===== config.mk =====
export PLATFORM = sky130hd
export DESIGN_NAME = adc_range_fault_and_ack_watchdog_flat
export DESIGN_NICKNAME = d
export VERILOG_FILES = /design/src/arfw_pkg.sv /design/src/arfw_if.sv /design/src/adc_range_fault_and_ack_watchdog.sv /design/src/flat_wrapper.sv
export SDC_FILE = /design/constraint.sdc
export NUM_CORES = 1
export LEC_CHECK = 0
export BUFFER_PORTS_ARGS = -buffer_cell sky130_fd_sc_hd__buf_2
export CAP_MARGIN = 20
export CORE_AREA = 10 10 210 212
export CTS_BUF_LIST = sky130_fd_sc_hd__clkbuf_16
export CTS_CLUSTER_DIAMETER = 40
export DETAILED_ROUTE_END_ITERATION = 16
export DIE_AREA = 0 0 220 222
export PLACE_DENSITY = 0.45
export SYNTH_ARGS = -nofsm -noshare
export SYNTH_HDL_FRONTEND = slang
export SYNTH_SLANG_ARGS = --single-unit

===== constraint.sdc =====
create_clock -name clk_i -period 3.5 [get_ports clk_i]
set_input_delay 0.175 -clock clk_i [delete_from_list [all_inputs] [get_ports clk_i]]
set_output_delay 0.175 -clock clk_i [all_outputs]
set_load 0.01 [all_outputs]

===== src/arfw_pkg.sv =====
// Shared types and constants for the ADC range fault and ack watchdog.
package arfw_pkg;

  localparam int unsigned SAMPLE_W  = 24;
  localparam int unsigned TIME_W    = 32;
  localparam int unsigned SEQ_W     = 32;
  localparam int unsigned RUN_W     = 8;
  localparam int unsigned CFG_IDX_W = 8;
  localparam int unsigned CFG_DAT_W = 32;

  localparam logic [RUN_W-1:0] RUN_MAX = {RUN_W{1'b1}};

  typedef enum logic [1:0] {
    MODE_SAMPLE = 2'd0,
    MODE_REPORT = 2'd1,
    MODE_ACK    = 2'd2,
    MODE_CHECK  = 2'd3
  } mode_e;

  typedef enum logic [1:0] {
    EV_NONE     = 2'd0,
    EV_FAULT    = 2'd1,
    EV_REPLACED = 2'd2,
    EV_MISSED   = 2'd3
  } event_e;

  typedef enum logic [CFG_IDX_W-1:0] {
    REG_WINDOW_LOW  = 8'd0,
    REG_WINDOW_HIGH = 8'd1,
    REG_FAULT_LIMIT = 8'd2,
    REG_ACK_TIMEOUT = 8'd3
  } reg_idx_e;

endpackage


===== src/arfw_if.sv =====
// Request, result and register-write channel interfaces for the watchdog.
interface arfw_req_if;
  logic                           valid;
  logic                           ready;
  logic [1:0]                     mode;
  logic [arfw_pkg::SAMPLE_W-1:0]  sample_value;
  logic [arfw_pkg::SEQ_W-1:0]     seq_number;
  logic [arfw_pkg::TIME_W-1:0]    clock_now;

  modport source (output valid, mode, sample_value, seq_number, clock_now, input ready);
  modport sink   (input valid, mode, sample_value, seq_number, clock_now, output ready);
endinterface

interface arfw_rsp_if;
  logic                           valid;
  logic                           ready;
  logic [1:0]                     event_code;
  logic                           ack_accepted;
  logic                           deadline_valid;
  logic [arfw_pkg::TIME_W-1:0]    deadline_time;

  modport source (output valid, event_code, ack_accepted, deadline_valid, deadline_time,
                  input ready);
  modport sink   (input valid, event_code, ack_accepted, deadline_valid, deadline_time,
                  output ready);
endinterface

interface arfw_cfg_if;
  logic                            valid;
  logic                            ready;
  logic [arfw_pkg::CFG_IDX_W-1:0]  reg_index;
  logic [arfw_pkg::CFG_DAT_W-1:0]  wdata;

  modport source (output valid, reg_index, wdata, input ready);
  modport sink   (input valid, reg_index, wdata, output ready);
endinterface


===== src/adc_range_fault_and_ack_watchdog.sv =====
// Top level: sensor range fault counter and report acknowledgement watchdog.
// Result: a request's result is registered and appears in the cycle after the request is accepted.
// Throughput: one request per cycle; the result register is refilled in the same
//   cycle it is drained, so requests stall only while a result waits unread.
// Reset: rst_ni clears the run counter, pending ack and result valid; window is
//   [0, 2^24-1], fault check and ack tracking are disabled. Any register write
//   with a known index also clears the run counter and the pending ack.
module adc_range_fault_and_ack_watchdog (
  input  logic        clk_i,
  input  logic        rst_ni,
  arfw_req_if.sink    req_i,
  arfw_rsp_if.source  rsp_o,
  arfw_cfg_if.sink    cfg_i
);

  // Register file
  logic [arfw_pkg::SAMPLE_W-1:0] win_low_q, win_high_q;
  logic [arfw_pkg::RUN_W-1:0]    fault_limit_q;
  logic [arfw_pkg::TIME_W-1:0]   ack_timeout_q;

  // Monitor state
  logic [arfw_pkg::RUN_W-1:0]    run_q, run_d;
  logic                          pend_q, pend_d;
  logic [arfw_pkg::SEQ_W-1:0]    pend_seq_q, pend_seq_d;
  logic [arfw_pkg::TIME_W-1:0]   pend_due_q, pend_due_d;

  // Result register
  logic                          rsp_valid_q;
  arfw_pkg::event_e              ev_q, ev_d;
  logic                          acc_q, acc_d;
  logic                          dl_valid_q, dl_valid_d;
  logic [arfw_pkg::TIME_W-1:0]   dl_time_q, dl_time_d;

  logic                          req_fire, cfg_fire, cfg_hit;
  logic                          in_window, ack_hit, due_reached;
  logic [arfw_pkg::RUN_W-1:0]    run_inc;
  logic [arfw_pkg::TIME_W-1:0]   due_new, due_diff;
  arfw_pkg::mode_e               mode;

  // Result slot is free when empty or being drained this cycle.
  assign req_i.ready = !rsp_valid_q || rsp_o.ready;
  assign cfg_i.ready = 1'b1;
  assign req_fire    = req_i.valid && req_i.ready;
  assign cfg_fire    = cfg_i.valid && cfg_i.ready;

  always_comb begin
    case (cfg_i.reg_index)
      arfw_pkg::REG_WINDOW_LOW,
      arfw_pkg::REG_WINDOW_HIGH,
      arfw_pkg::REG_FAULT_LIMIT,
      arfw_pkg::REG_ACK_TIMEOUT: cfg_hit = 1'b1;
      default:                   cfg_hit = 1'b0;
    endcase
  end

  assign mode      = arfw_pkg::mode_e'(req_i.mode);
  assign in_window = (req_i.sample_value >= win_low_q) && (req_i.sample_value <= win_high_q);
  // Run saturates before the compare against the limit.
  assign run_inc   = (run_q == arfw_pkg::RUN_MAX) ? run_q : run_q + 1'b1;
  assign ack_hit   = pend_q && (pend_seq_q == req_i.seq_number);
  assign due_new   = req_i.clock_now + ack_timeout_q;
  // Wrapping compare: deadline reached when (now - due) is non-negative.
  assign due_diff  = req_i.clock_now - pend_due_q;
  assign due_reached = !due_diff[arfw_pkg::TIME_W-1];

  // Single-pass item evaluation against the current state.
  always_comb begin
    run_d      = run_q;
    pend_d     = pend_q;
    pend_seq_d = pend_seq_q;
    pend_due_d = pend_due_q;
    ev_d       = arfw_pkg::EV_NONE;
    acc_d      = 1'b0;
    dl_valid_d = 1'b0;
    dl_time_d  = '0;
    case (mode)
      arfw_pkg::MODE_SAMPLE: begin
        if (fault_limit_q != '0) begin
          if (in_window) begin
            run_d = '0;
          end else if (run_inc >= fault_limit_q) begin
            run_d = '0;
            ev_d  = arfw_pkg::EV_FAULT;
          end else begin
            run_d = run_inc;
          end
        end
      end
      arfw_pkg::MODE_REPORT: begin
        if (ack_timeout_q != '0) begin
          if (pend_q) begin
            ev_d = arfw_pkg::EV_REPLACED;
          end else begin
            pend_d     = 1'b1;
            pend_seq_d = req_i.seq_number;
            pend_due_d = due_new;
            dl_valid_d = 1'b1;
            dl_time_d  = due_new;
          end
        end
      end
      arfw_pkg::MODE_ACK: begin
        if (ack_hit) begin
          pend_d = 1'b0;
          acc_d  = 1'b1;
        end
      end
      arfw_pkg::MODE_CHECK: begin
        if (pend_q && due_reached) begin
          pend_d = 1'b0;
          ev_d   = arfw_pkg::EV_MISSED;
        end
      end
      default: ;
    endcase
  end

  // Registers; a mapped write wipes monitor state (user must write only while idle, unenforced).
  always_ff @(posedge clk_i or negedge rst_ni) begin
    if (!rst_ni) begin
      win_low_q     <= '0;
      win_high_q    <= {arfw_pkg::SAMPLE_W{1'b1}};
      fault_limit_q <= '0;
      ack_timeout_q <= '0;
    end else if (cfg_fire) begin
      case (cfg_i.reg_index)
        arfw_pkg::REG_WINDOW_LOW:  win_low_q     <= cfg_i.wdata[arfw_pkg::SAMPLE_W-1:0];
        arfw_pkg::REG_WINDOW_HIGH: win_high_q    <= cfg_i.wdata[arfw_pkg::SAMPLE_W-1:0];
        arfw_pkg::REG_FAULT_LIMIT: fault_limit_q <= cfg_i.wdata[arfw_pkg::RUN_W-1:0];
        arfw_pkg::REG_ACK_TIMEOUT: ack_timeout_q <= cfg_i.wdata[arfw_pkg::TIME_W-1:0];
        default: ;
      endcase
    end
  end

  always_ff @(posedge clk_i or negedge rst_ni) begin
    if (!rst_ni) begin
      run_q      <= '0;
      pend_q     <= 1'b0;
      pend_seq_q <= '0;
      pend_due_q <= '0;
    end else if (cfg_fire && cfg_hit) begin
      run_q      <= '0;
      pend_q     <= 1'b0;
      pend_seq_q <= '0;
      pend_due_q <= '0;
    end else if (req_fire) begin
      run_q      <= run_d;
      pend_q     <= pend_d;
      pend_seq_q <= pend_seq_d;
      pend_due_q <= pend_due_d;
    end
  end

  always_ff @(posedge clk_i or negedge rst_ni) begin
    if (!rst_ni) begin
      rsp_valid_q <= 1'b0;
    end else if (req_fire) begin
      rsp_valid_q <= 1'b1;
    end else if (rsp_o.ready) begin
      rsp_valid_q <= 1'b0;
    end
  end

  // Result payload, no reset needed.
  always_ff @(posedge clk_i) begin
    if (req_fire) begin
      ev_q       <= ev_d;
      acc_q      <= acc_d;
      dl_valid_q <= dl_valid_d;
      dl_time_q  <= dl_time_d;
    end
  end

  assign rsp_o.valid          = rsp_valid_q;
  assign rsp_o.event_code     = ev_q;
  assign rsp_o.ack_accepted   = acc_q;
  assign rsp_o.deadline_valid = dl_valid_q;
  assign rsp_o.deadline_time  = dl_time_q;

  // Fault run only moves while the check is enabled.
  a_run_idle: assert property (@(posedge clk_i) disable iff (!rst_ni)
    (fault_limit_q == '0) |-> (run_q == '0))
    else $error("outside run nonzero with fault check disabled");

  // Nothing can be pending with tracking disabled.
  a_pend_off: assert property (@(posedge clk_i) disable iff (!rst_ni)
    (ack_timeout_q == '0) |-> !pend_q)
    else $error("ack pending with tracking disabled");

  // A new deadline never comes with any other event.
  a_dl_alone: assert property (@(posedge clk_i) disable iff (!rst_ni)
    (rsp_valid_q && dl_valid_q) |-> (ev_q == arfw_pkg::EV_NONE && !acc_q && pend_q))
    else $error("deadline result mixed with other outcome");

  // A matched ack closes the pending entry.
  a_ack_close: assert property (@(posedge clk_i) disable iff (!rst_ni)
    (req_fire && mode == arfw_pkg::MODE_ACK && ack_hit) |=> (!pend_q && acc_q))
    else $error("matched ack left entry pending");

endmodule


===== src/flat_wrapper.sv =====
// flat-port wrapper written by rule: the top's interface ports become plain ports
module adc_range_fault_and_ack_watchdog_flat 
  (clk_i, rst_ni, req_i_valid, req_i_mode, req_i_sample_value, req_i_seq_number, req_i_clock_now, req_i_ready, rsp_o_valid, rsp_o_event_code, rsp_o_ack_accepted, rsp_o_deadline_valid, rsp_o_deadline_time, rsp_o_ready, cfg_i_valid, cfg_i_reg_index, cfg_i_wdata, cfg_i_ready);
  arfw_req_if req_i_i ();
  arfw_rsp_if rsp_o_i ();
  arfw_cfg_if cfg_i_i ();
  input  logic clk_i;
  input  logic rst_ni;
  input wire logic [$bits(req_i_i.valid)-1:0] req_i_valid;
  input wire logic [$bits(req_i_i.mode)-1:0] req_i_mode;
  input wire logic [$bits(req_i_i.sample_value)-1:0] req_i_sample_value;
  input wire logic [$bits(req_i_i.seq_number)-1:0] req_i_seq_number;
  input wire logic [$bits(req_i_i.clock_now)-1:0] req_i_clock_now;
  output wire logic [$bits(req_i_i.ready)-1:0] req_i_ready;
  output wire logic [$bits(rsp_o_i.valid)-1:0] rsp_o_valid;
  output wire logic [$bits(rsp_o_i.event_code)-1:0] rsp_o_event_code;
  output wire logic [$bits(rsp_o_i.ack_accepted)-1:0] rsp_o_ack_accepted;
  output wire logic [$bits(rsp_o_i.deadline_valid)-1:0] rsp_o_deadline_valid;
  output wire logic [$bits(rsp_o_i.deadline_time)-1:0] rsp_o_deadline_time;
  input wire logic [$bits(rsp_o_i.ready)-1:0] rsp_o_ready;
  input wire logic [$bits(cfg_i_i.valid)-1:0] cfg_i_valid;
  input wire logic [$bits(cfg_i_i.reg_index)-1:0] cfg_i_reg_index;
  input wire logic [$bits(cfg_i_i.wdata)-1:0] cfg_i_wdata;
  output wire logic [$bits(cfg_i_i.ready)-1:0] cfg_i_ready;
  assign req_i_i.valid = req_i_valid;
  assign req_i_i.mode = req_i_mode;
  assign req_i_i.sample_value = req_i_sample_value;
  assign req_i_i.seq_number = req_i_seq_number;
  assign req_i_i.clock_now = req_i_clock_now;
  assign req_i_ready = req_i_i.ready;
  assign rsp_o_valid = rsp_o_i.valid;
  assign rsp_o_event_code = rsp_o_i.event_code;
  assign rsp_o_ack_accepted = rsp_o_i.ack_accepted;
  assign rsp_o_deadline_valid = rsp_o_i.deadline_valid;
  assign rsp_o_deadline_time = rsp_o_i.deadline_time;
  assign rsp_o_i.ready = rsp_o_ready;
  assign cfg_i_i.valid = cfg_i_valid;
  assign cfg_i_i.reg_index = cfg_i_reg_index;
  assign cfg_i_i.wdata = cfg_i_wdata;
  assign cfg_i_ready = cfg_i_i.ready;
  adc_range_fault_and_ack_watchdog u_core (.clk_i(clk_i), .rst_ni(rst_ni), .req_i(req_i_i), .rsp_o(rsp_o_i), .cfg_i(cfg_i_i));
endmodule

After elaboration in Yosys (flattened, before gate mapping)
Cells that the tools add are included.

Register bits after elaboration: 198. Logic and storage cells: 97. Output and inout bits: 39. Input port bits: 135.

Bitwise logic cells: 2. Add/subtract/negate cells: 3. Equal/unequal tests: 12. Reductions and logical operators: 29. $lt $le $gt $ge: 3. Muxes and demuxes: 35.

Operators with widths (count): $mux 32 (10); $mux 8 (7); $add 32x32->32 (1); $eq 32x32->1 (1); $reduce_bool 32->1 (1); $sub 32x32->32 (1); $ge 24x24->1 (1); $le 24x24->1 (1); $eq 8x2->1 const B (2); $reduce_bool 2->1 (6); $mux 1 (11); $mux 2 (5); $reduce_and 2->1 (5); $ne 3x1->1 const B (3); $add 8x1->8 const B (1); $eq 8x1->1 const B (1); $eq 8x8->1 const B (1); $ge 8x8->1 (1); $logic_not 8->1 (1); $reduce_bool 8->1 (1); $pmux 2 s3 (1); $logic_and 1x1->1 (5); $reduce_and 5->1 (1); $eq 2x2->1 const B (2); 12 further kinds (14).

Longest topological paths before layout
Gate-level depths: netlist of run 1.

Depth in word-level cells: 9. Mapped depth: 14. Depth with buffers taken out: 14.

Worst setup path after synthesis of run 1
OpenSTA, ideal clock, no wires.

Kind: register to register. Start point: register u_core.rsp_valid_q, in the netlist u_core.rsp_o.valid. End point: register u_core.pend_due_q[0] in the netlist's numbering. Arrival: 2839 ps. Cell stages (with the launch flop): 9. Library setup time: 65 ps. Slack: 595 ps. Cell sequence: dfrtp_1 > nand2b_1 > and2_1 > clkbuf_1 > nand2b_1 > nor2_1 > buf_2 > buf_2 > a22o_1.

Cells in the longest elaborated chain, start to end: 5.

Ends and longest elaborated chain: start: declaration (RTL line adc_range_fault_and_ack_watchdog.sv:28) `logic rsp_valid_q;`; start signal: assignment (RTL line adc_range_fault_and_ack_watchdog.sv:157) `rsp_valid_q <= 1'b0;`; start signal: assignment (RTL line adc_range_fault_and_ack_watchdog.sv:159) `rsp_valid_q <= 1'b1;`; start signal: assignment (RTL line adc_range_fault_and_ack_watchdog.sv:161) `rsp_valid_q <= 1'b0;`; $logic_not 1->1 (RTL line adc_range_fault_and_ack_watchdog.sv:41) `assign req_i.ready = !rsp_valid_q || rsp_o.ready;`; $logic_or 1x1->1 (RTL line adc_range_fault_and_ack_watchdog.sv:41); net req_i_ready (RTL line flat_wrapper.sv:14) `output wire logic [$bits(req_i_i.ready)-1:0] req_i_ready;`; $logic_and 1x1->1 (RTL line adc_range_fault_and_ack_watchdog.sv:43) `assign req_fire = req_i.valid && req_i.ready;`; net u_core.req_fire (RTL line adc_range_fault_and_ack_watchdog.sv:34) `logic req_fire, cfg_fire, cfg_hit;`; $reduce_bool 2->1 (no source line); $reduce_and 4->1 (no source line); end signal: assignment (RTL line adc_range_fault_and_ack_watchdog.sv:151) `pend_due_q <= pend_due_d;`; end: declaration (RTL line adc_range_fault_and_ack_watchdog.sv:25) `logic [arfw_pkg::TIME_W-1:0] pend_due_q, pend_due_d;`.

The timed path passes the listed nets, and every way through them passes these cells. A chain may end at the register's enable or synchronous reset.

Final worst setup path of run 1
Start point: register u_core.run_q[0] in the netlist's numbering. End point: register u_core.run_q[1] in the netlist's numbering.

Cells in the longest elaborated chain, start to end: 9. Elaborated cells between the ends (all ways): 10. Classes of those cells: add/sub: 1; order compare: 1; eq/ne: 1; mux: 7.

Ends and longest elaborated chain: start: declaration (RTL line adc_range_fault_and_ack_watchdog.sv:22) `logic [arfw_pkg::RUN_W-1:0] run_q, run_d;`; start signal: assignment (RTL line adc_range_fault_and_ack_watchdog.sv:148) `run_q <= run_d;`; $add 8x1->8 / $eq 8x8->1 (equally long branches) (RTL line adc_range_fault_and_ack_watchdog.sv:59) `assign run_inc = (run_q == arfw_pkg::RUN_MAX) ? run_q : run_q + 1'b1;`; $mux 8 * (RTL line adc_range_fault_and_ack_watchdog.sv:59); $ge 8x8->1 (RTL line adc_range_fault_and_ack_watchdog.sv:81) `end else if (run_inc >= fault_limit_q) begin`; $mux 8 * (RTL line adc_range_fault_and_ack_watchdog.sv:81); $mux 8 * (RTL line adc_range_fault_and_ack_watchdog.sv:79) `if (in_window) begin`; $mux 8 * (RTL line adc_range_fault_and_ack_watchdog.sv:78) `if (fault_limit_q != '0) begin`; $mux 8 * (RTL line adc_range_fault_and_ack_watchdog.sv:76) `case (mode)`; $mux 8 * (RTL line adc_range_fault_and_ack_watchdog.sv:147) `end else if (req_fire) begin`; $mux 8 * (RTL line adc_range_fault_and_ack_watchdog.sv:142) `end else if (cfg_fire && cfg_hit) begin`.

Mark *: on every way between the ends. The rest lies on a longest branch, timed or not. The select of a mux whose other input is x is not followed.

==> run metrics, run 1 <==
Final setup violation count 0; HPWL after detailed placement 26,900 um; Die Ht around 220 um; worst slew pin tran about 0.76 ns; RR Endpoint u_core.run_q[1]$_DFFE_PN0P_; CTS H-tree lvls 4; port bufs 172; number of global-route vias before repair 9,542; # IOs 174; Min-Delay Path Class in -> reg; status finished clean; Die W 220 um; Design Area, Final 0.0145 mm^2; placed cell areas approximately 0.013 mm^2; top cells by area, synth dfrtp_1 (29%), ha_1 (13%), edfxtp_1 (9.2%); maximum VDD drop 261 uV; GRT overflow 0; final-layout fill cell count 4,046; DRT Pass-1 Iters 7; crit-path max FO 6; Layout area overhead 23.3%; Die ar. 0.0488 mm^2; type of origin of the critical path register; Pins Over Slew Limit 0; std cell rows 73; CP Class reg -> reg; vias 9,131; ys flop type dfrtp_1; CTS tree built; Worst Hold Depth 3; MaxCap Viol Count 0; total CTS buffers 17; Core ar. roughly 0.04 mm^2; R2R depth 13; Root Buffer clkbuf_16; CP dominant cell by count nand2_1; clk sinks 198; synth unique cells 60; worst skew pair latency around 0.46 ns; cells along the critical path ha_1 -> nand2_1 -> nor2_1 -> nand2_1 -> mux2_2 -> ha_1 -> a21o_1 -> a21oi_1 -> o21ai_0 -> nand3_1 -> nand2_1 -> nor3_2 -> a22o_1; setup slack, reg-to-reg between 0.5 and 0.6 ns; placed cell count 1,809; non-filler instance count after layout around 1,900; Syn Std Cell Area 0.0118 mm^2; synth warn 0; Max Fclk around 330 MHz; layout cell share with drive strength beyond 1 0.233; routability cong. 0.842; Yosys top cell by area dfrtp_1; initial antenna violation count 5; Final TNS setup 0 ns; Leak Pwr ~6.7 nW; clock skew ~0.0089 ns; Hold Violations, Final 0; part of the cycle the worst path needs 0.853; slew margin rel. 0.493; Remaining DRCs 0; crit path DAT approximately 3.4 ns; Worst-path clk slew 0.07 ns; Synth Instances 1,131; RSZ-0062 raised after global routing false; antenna-violating nets left 0; Synth Area per Inst 10.4 um^2; Largest stage delay, worst path 0.45 ns; DR vias/cell 4.80; register area share after synthesis 0.438; final WL 34,900 um; CP endpoint kind register; Initial Utilization 0.297; Hold Path Origin cfg_i_wdata[1]; GR Util All Layers 0.145; Synth top area share 0.293; R2R Path Start u_core.run_q[0]$_DFFE_PN0P_; post-CTS setup repair buffer count 0; first-pass GRT wire length 55,000 um; syn_nets 1,389; largest net degree at the start of global routing 71; crit path time final 2.99 ns; Hold Path End u_core.win_low_q[1]$_DFFE_PN0P_; number of enable flip-flop cells after synthesis 36; Iter 0 DRT Violations 394; Cell Pwr Density ~470 mW/mm^2; ys async rst share 0.818; slowest cell on the critical path dfrtp_1; Layout Nets 1,621; clk buf depth 2; worst endpoint required time approximately 3.9 ns; Synth Register Bits 198; mean routed wirelength per cell 18.3 um
## sequential cells by signal, summed over array words and instances (netlist names)
register                     cells
u_core.win_high_q               24
u_core.pend_due_q               32
u_core.pend_q                    1
u_core.fault_limit_q             8
u_core.rsp_o.deadline_valid      1
u_core.rsp_o.deadline_time      32
u_core.win_low_q                24
u_core.pend_seq_q               32
u_core.run_q                     8
u_core.ack_timeout_q            32
u_core.rsp_o.event_code          2
u_core.rsp_o.valid               1
u_core.rsp_o.ack_accepted        1
## power by group
part,internal (mW),switching [mW]
clock network,1.05,0.945
logic,0.861,0.916
registers,2.77,0.250
total,4.68,2.11
## stage by stage
stage	setup WS, ns	hold slack, ns	total power [mW]	util
after floorplan	0.595	-0.121	4.19	-
after global placement	0.314	0.272	4.77	0.336
after detailed placement	0.273	0.252	4.79	0.336
after CTS	0.240	0.00586	6.90	0.366
after global routing	0.167	0.0146	7.27	0.367
final	0.513	0.0255	6.79	0.367
## cells by family (layout without fill, tap and decap cells)
| logic type | Yosys count | in the layout | synth area share |
|---|---|---|---|
| compound gates | 267 | 267 | 0.153 |
| xor+xnor | 67 | 67 | 0.0498 |
| fa+ha+maj | 123 | 123 | 0.131 |
| buf+inv | 138 | 383 | 0.0467 |
| flops | 198 | 198 | 0.438 |
| mux | 69 | 69 | 0.0657 |
| other cells | 1 | 4 | 0.000318 |
| simple gates | 268 | 268 | 0.115 |
## critical path, delay by kind of cell (launching register included)
family	cells	cell delay [ns]
simple gates	6	0.97
mux	1	0.38
compound gates	4	0.60
fa+ha+maj	2	0.53
flops	1	0.45
## worst max path at each step
| stage | startpoint | endpoint | slack [ns] | cells past startpoint |
|---|---|---|---|---|
| final | u_core.run_q[0]$_DFFE_PN0P_ | u_core.run_q[1]$_DFFE_PN0P_ | 0.51 | 13 |
| after global routing | u_core.run_q[0]$_DFFE_PN0P_ | u_core.run_q[1]$_DFFE_PN0P_ | 0.17 | 14 |
| after CTS | u_core.run_q[0]$_DFFE_PN0P_ | u_core.run_q[1]$_DFFE_PN0P_ | 0.24 | 13 |
| after floorplan | u_core.rsp_o.valid$_DFFE_PN0P_ | u_core.pend_due_q[0]$_DFFE_PN0P_ | 0.60 | 8 |
| after global placement | u_core.run_q[0]$_DFFE_PN0P_ | u_core.run_q[1]$_DFFE_PN0P_ | 0.31 | 13 |
| after detailed placement | u_core.run_q[0]$_DFFE_PN0P_ | u_core.run_q[6]$_DFFE_PN0P_ | 0.27 | 13 |
## cell type report
cell class / count / area, um^2 / area share
Clock inverter: 15 / 155 / 0.0107
Antenna cell: 3 / 7.51 / 0.000517
Inverter: 104 / 390 / 0.0269
Clock buffer: 17 / 425 / 0.0293
Sequential cell: 198 / 5160 / 0.355
Timing Repair Buffer: 247 / 1640 / 0.113
Multi-Input combinational cell: 795 / 6090 / 0.419
Tap cell: 525 / 657 / 0.0452
## synthesized netlist by cell type (2+ instances only)
master     number
a2111oi_0       2
a211oi_1       16
a21o_1         17
a21oi_1        59
a22o_1         63
a22oi_1         2
a31oi_1         5
a32oi_1         2
a41oi_1         2
and2_1         23
and3_1          4
buf_2          17
buf_4           3
clkbuf_1       14
dfrtp_1       138
dfstp_2        24
edfxtp_1       36
ha_1          122
inv_1         103
mux2_2         67
mux2i_1         2
nand2_1        77
nand2b_1       12
nand3_1        28
nand3b_1        3
nand4_1        18
nor2_1         43
nor2b_1        14
nor3_1         13
nor3b_1         2
nor4_1         23
o2111ai_1       2
o211ai_1        6
o21a_1          4
o21ai_0        66
o21bai_1        6
o31ai_1         2
o32ai_1         2
or2_2           3
xnor2_1        27
xor2_1         40
## layer usage
metal  share of wire  vias to the layer above  routed length [um]  global-route usage
met3           0.040                       24                1390              0.0318
met5         0.00020                        -                   7                   0
met4           0.015                        2                 530              0.0418
met1            0.49                     4422               17300               0.196
li1                -                     4545                   -                   -
met2            0.45                      138               15700               0.224
## cell usage in the layout (no fill, tap or decap), types with 10 or more instances in the layout
master and n:
nor2b_1 14, mux2_2 67, edfxtp_1 36, a211oi_1 16, inv_1 103, dlygate4sd3_1 60
o21ai_0 66, xnor2_1 27, dfstp_2 24, a21o_1 17, and2_1 22, nand4_1 18
nor4_1 23, nor3_1 12, buf_4 10, nand2_1 77, a22o_1 63, nand2b_1 12
ha_1 122, nand3_1 28, nor2_1 42, xor2_1 40, buf_2 171, a21oi_1 59
clkbuf_16 17, dfrtp_1 138
## repair_timing
item	CTS	global route
hold buffers	60	0
endpoints found under the hold margin	149	0
setup endpoints to repair	0	6
resized for setup	0	1
(Power assumes the default switching activity.)
==> run 2, diff against run 1 <==
Settings changed: ABC_AREA set to 1, CORE_AREA 10 10 210 212 to 10 10 213 215, DIE_AREA 0 0 220 222 to 0 0 223 225.
==> run 2 against run 1 <==
Against the previous run:
- synthesized area rose by 3.1%
- power rose by 2.4%
- die area increased by 2.7%
- clock power shrank 5%
- highest routed layer is now met4
- global-route usage increased by 1.2 points
- count of clock-buffer cells in the layout stayed put
- sequential cell count unchanged
==> run metrics, run 2 <==
worst skew pair latency 0.48 ns (was 0.46 ns); first-pass GRT wire length 61,200 um (was 55,000 um); Die W 223 um (was 220 um); syn_nets 1,766 (was 1,389); commonest non-fill, non-tap cell in the layout nand2_1 (was buf_2); std cell rows 75 (was 73); ys async rst share 0.818 (unchanged); total CTS buffers 17 (unchanged); clock skew 0.00792 ns (was 0.00886 ns); Syn Std Cell Area 0.0122 mm^2 (was 0.0118 mm^2); clk buf depth 2 (unchanged); Initial Utilization 0.294 (was 0.297); Pins Over Slew Limit 0 (unchanged); Final TNS setup 0 ns (unchanged); setup ws final 0.469 ns (was 0.513 ns); part of the cycle the worst path needs 0.866 (was 0.853); Synth Register Bits 198 (unchanged); vias 10,400 (was 9,131); Worst-path clk slew 0.07 ns (about the same); GR Util All Layers 0.157 (was 0.145); mean routed wirelength per cell 16.7 um (was 18.3 um); top cells by area, synth dfrtp_1 (28%), ha_1 (13%), nand2_1 (12%) (was dfrtp_1 (29%), ha_1 (13%), edfxtp_1 (9.2%)); slew margin rel. 0.444 (was 0.493); GRT overflow 0 (unchanged); placed cell count 2,193 (was 1,809); most frequent cells in the layout nand2_1 (372), inv_1 (213), buf_2 (171) (was buf_2 (171), dfrtp_1 (138), ha_1 (122)); status finished clean (unchanged); Iter 0 DRT Violations 566 (was 394); crit path DAT 3.44 ns (was 3.38 ns); Cell Pwr Density 474 mW/mm^2 (was 467 mW/mm^2); initial antenna violation count 0 (was 5); worst endpoint required time 3.91 ns (was 3.90 ns); final WL 38,100 um (was 34,900 um); number of global-route vias before repair 11,000 (was 9,542); maximum VDD drop 280 uV (was 261 uV); Final setup violation count 0 (unchanged); Hold Violations, Final 0 (unchanged); port bufs 172 (unchanged); Remaining DRCs 0 (unchanged); type of origin of the critical path register (unchanged); largest net degree at the start of global routing 73 (was 71); DRT Pass-1 Iters 4 (was 7); ys flop type dfrtp_1 (unchanged); crit path time final 3.03 ns (was 2.99 ns); HPWL after detailed placement 30,000 um (was 26,900 um); layout cell share with drive strength beyond 1 0.148 (was 0.233); Synth top area share 0.284 (was 0.293); worst slew pin tran 0.830 ns (was 0.757 ns); RSZ-0062 raised after global routing false (unchanged); Min-Delay Path Class in -> reg (unchanged); routability cong. 0.846 (was 0.842); # IOs 174 (unchanged); Die ar. 0.0502 mm^2 (was 0.0488 mm^2); number of enable flip-flop cells after synthesis 36 (unchanged); non-filler instance count after layout 2,277 (was 1,904); Leak Pwr 7.23 nW (was 6.73 nW); Setup Slack @ Placement 0.494 ns (was 0.273 ns); antenna-violating nets left 0 (unchanged); synth warn 0 (unchanged); Layout Nets 1,982 (was 1,621); Synth Area per Inst 8.06 um^2 (was 10.4 um^2); CP endpoint kind register (unchanged); CTS H-tree lvls 4 (unchanged); cells along the critical path ha_1 -> inv_1 -> nor3_1 -> nand3_1 -> inv_1 -> nor3_1 -> xor2_1 -> ha_1 -> nand2_1 -> nor2_1 -> nand4_1 -> o2111ai_1 -> nor2_1 -> nand2_1 -> o21ai_0 (was ha_1 -> nand2_1 -> nor2_1 -> nand2_1 -> mux2_2 -> ha_1 -> a21o_1 -> a21oi_1 -> o21ai_0 -> nand3_1 -> nand2_1 -> nor3_2 -> a22o_1); post-CTS resize count 0 (unchanged); slowest cell on the critical path nor2_1 (was dfrtp_1); Synth Instances 1,508 (was 1,131); Root Buffer clkbuf_16 (unchanged); MaxCap Viol Count 0 (unchanged); CP Class reg -> reg (unchanged); DR vias/cell 4.57 (was 4.80); Yosys top cell by area dfrtp_1 (unchanged); Core ar. 0.0414 mm^2 (was 0.0396 mm^2); synth cell count leaders nand2_1 (374), inv_1 (212), dfrtp_1 (138) (was dfrtp_1 (138), ha_1 (122), inv_1 (103)); synth unique cells 45 (was 60); register area share after synthesis 0.425 (was 0.438); final-layout fill cell count 4,394 (was 4,046); Die Ht 225 um (was 222 um); count leader, synth nand2_1 (was dfrtp_1); power consumption 6.96 mW (was 6.79 mW); clk sinks 198 (unchanged); crit-path max FO 6 (unchanged); Largest stage delay, worst path 0.43 ns (was 0.45 ns); CTS tree built (unchanged); Max Fclk 330 MHz (was 335 MHz); Layout area overhead 20.7% (was 23.3%)
==> run 2: cell types whose count changed after synthesis, sizes merged, moves of 19 or more <==
cell / delta
nor2: +92
a21oi: +19
o22ai: +30
mux2: -59
nand3: +22
a22o: -50
nor4: -19
inv: +111
nand2: +298
xor2: -21
o21ai: +71
and2: -21
==> run 2: cell type report <==
cell class / count / area (um^2) / share of cell area
Inverter: 215 / 807 / 0.0550
Sequential cell: 198 / 5160 / 0.352
Clock inverter: 15 / 111 / 0.00759
Multi-Input combinational cell: 1062 / 6040 / 0.412
Clock buffer: 17 / 425 / 0.0290
Tap cell: 539 / 674 / 0.0460
Antenna cell: 1 / 2.50 / 0.000171
Timing Repair Buffer: 230 / 1440 / 0.0983
==> run 2: what timing repair did <==
item,4_1_cts,5_1_grt
endpoints found under the hold margin,112,0
buffers inserted,0,0
hold buffers,51,0
==> run 2: logic make-up after synthesis <==
group | synth area share
and+or+nand+nor | 0.207
AOI/OAI and AO/OA | 0.127
buffers and inverters | 0.0789
DFF | 0.425
adders and majority gates | 0.127
xor gates and xnor gates | 0.0281
muxes | 0.00741
other | 0.000309
==> run 2: critical path, delay by kind of cell (launching register included) <==
kind	cells	cell delay [ns]
AOI/OAI and AO/OA	2	0.32
and+or+nand+nor	8	1.34
DFF	1	0.41
buffers and inverters	2	0.22
adders and majority gates	2	0.49
xor gates and xnor gates	1	0.16
==> run 2: path summary, 6_finish.rpt <==
kind,start,to,slack [ns],depth (start not counted)
worst max-delay path,u_core.run_q[0]$_DFFE_PN0P_,u_core.run_q[6]$_DFFE_PN0P_,0.47,15
worst min-delay path,cfg_i_wdata[12],u_core.win_high_q[12]$_DFFE_PN1P_,0.03,3
worst max register to register,u_core.run_q[0]$_DFFE_PN0P_,u_core.run_q[6]$_DFFE_PN0P_,0.47,15
worst min register to register,u_core.win_low_q[13]$_DFFE_PN0P_,u_core.win_low_q[13]$_DFFE_PN0P_,0.49,2
max in group asynchronous,rst_ni,u_core.win_high_q[4]$_DFFE_PN1P_,2.21,3
min in group asynchronous,rst_ni,u_core.pend_seq_q[14]$_DFFE_PN0P_,0.25,2
==> run 2: where the power goes <==
| group | switching, mW | total (mW) | internal, mW |
|---|---|---|---|
| Clock | 0.943 | 1.91 | 0.970 |
| Sequential | 0.240 | 3.06 | 2.82 |
| Combinational | 1.16 | 1.98 | 0.823 |
| Total | 2.34 | 6.96 | 4.61 |
==> run 2: stage by stage <==
stage	util	hold slack, ns	cell area, um^2
global placement	0.329	0.260	13600
global route	0.354	0.0479	14700
floorplan	-	-0.121	12200
detailed placement	0.329	0.259	13600
CTS	0.354	0.00486	14700
finish	0.354	0.0266	14700
==> run 2: per-layer routing <==
layer / track usage / vias up / wire [um]
met3: 0.0324 / 33 / 1430
met5: 0 / - / 0
met2: 0.265 / 145 / 18300
li1: - / 5377 / -
met1: 0.195 / 4846 / 17700
met4: 0.0517 / 0 / 666
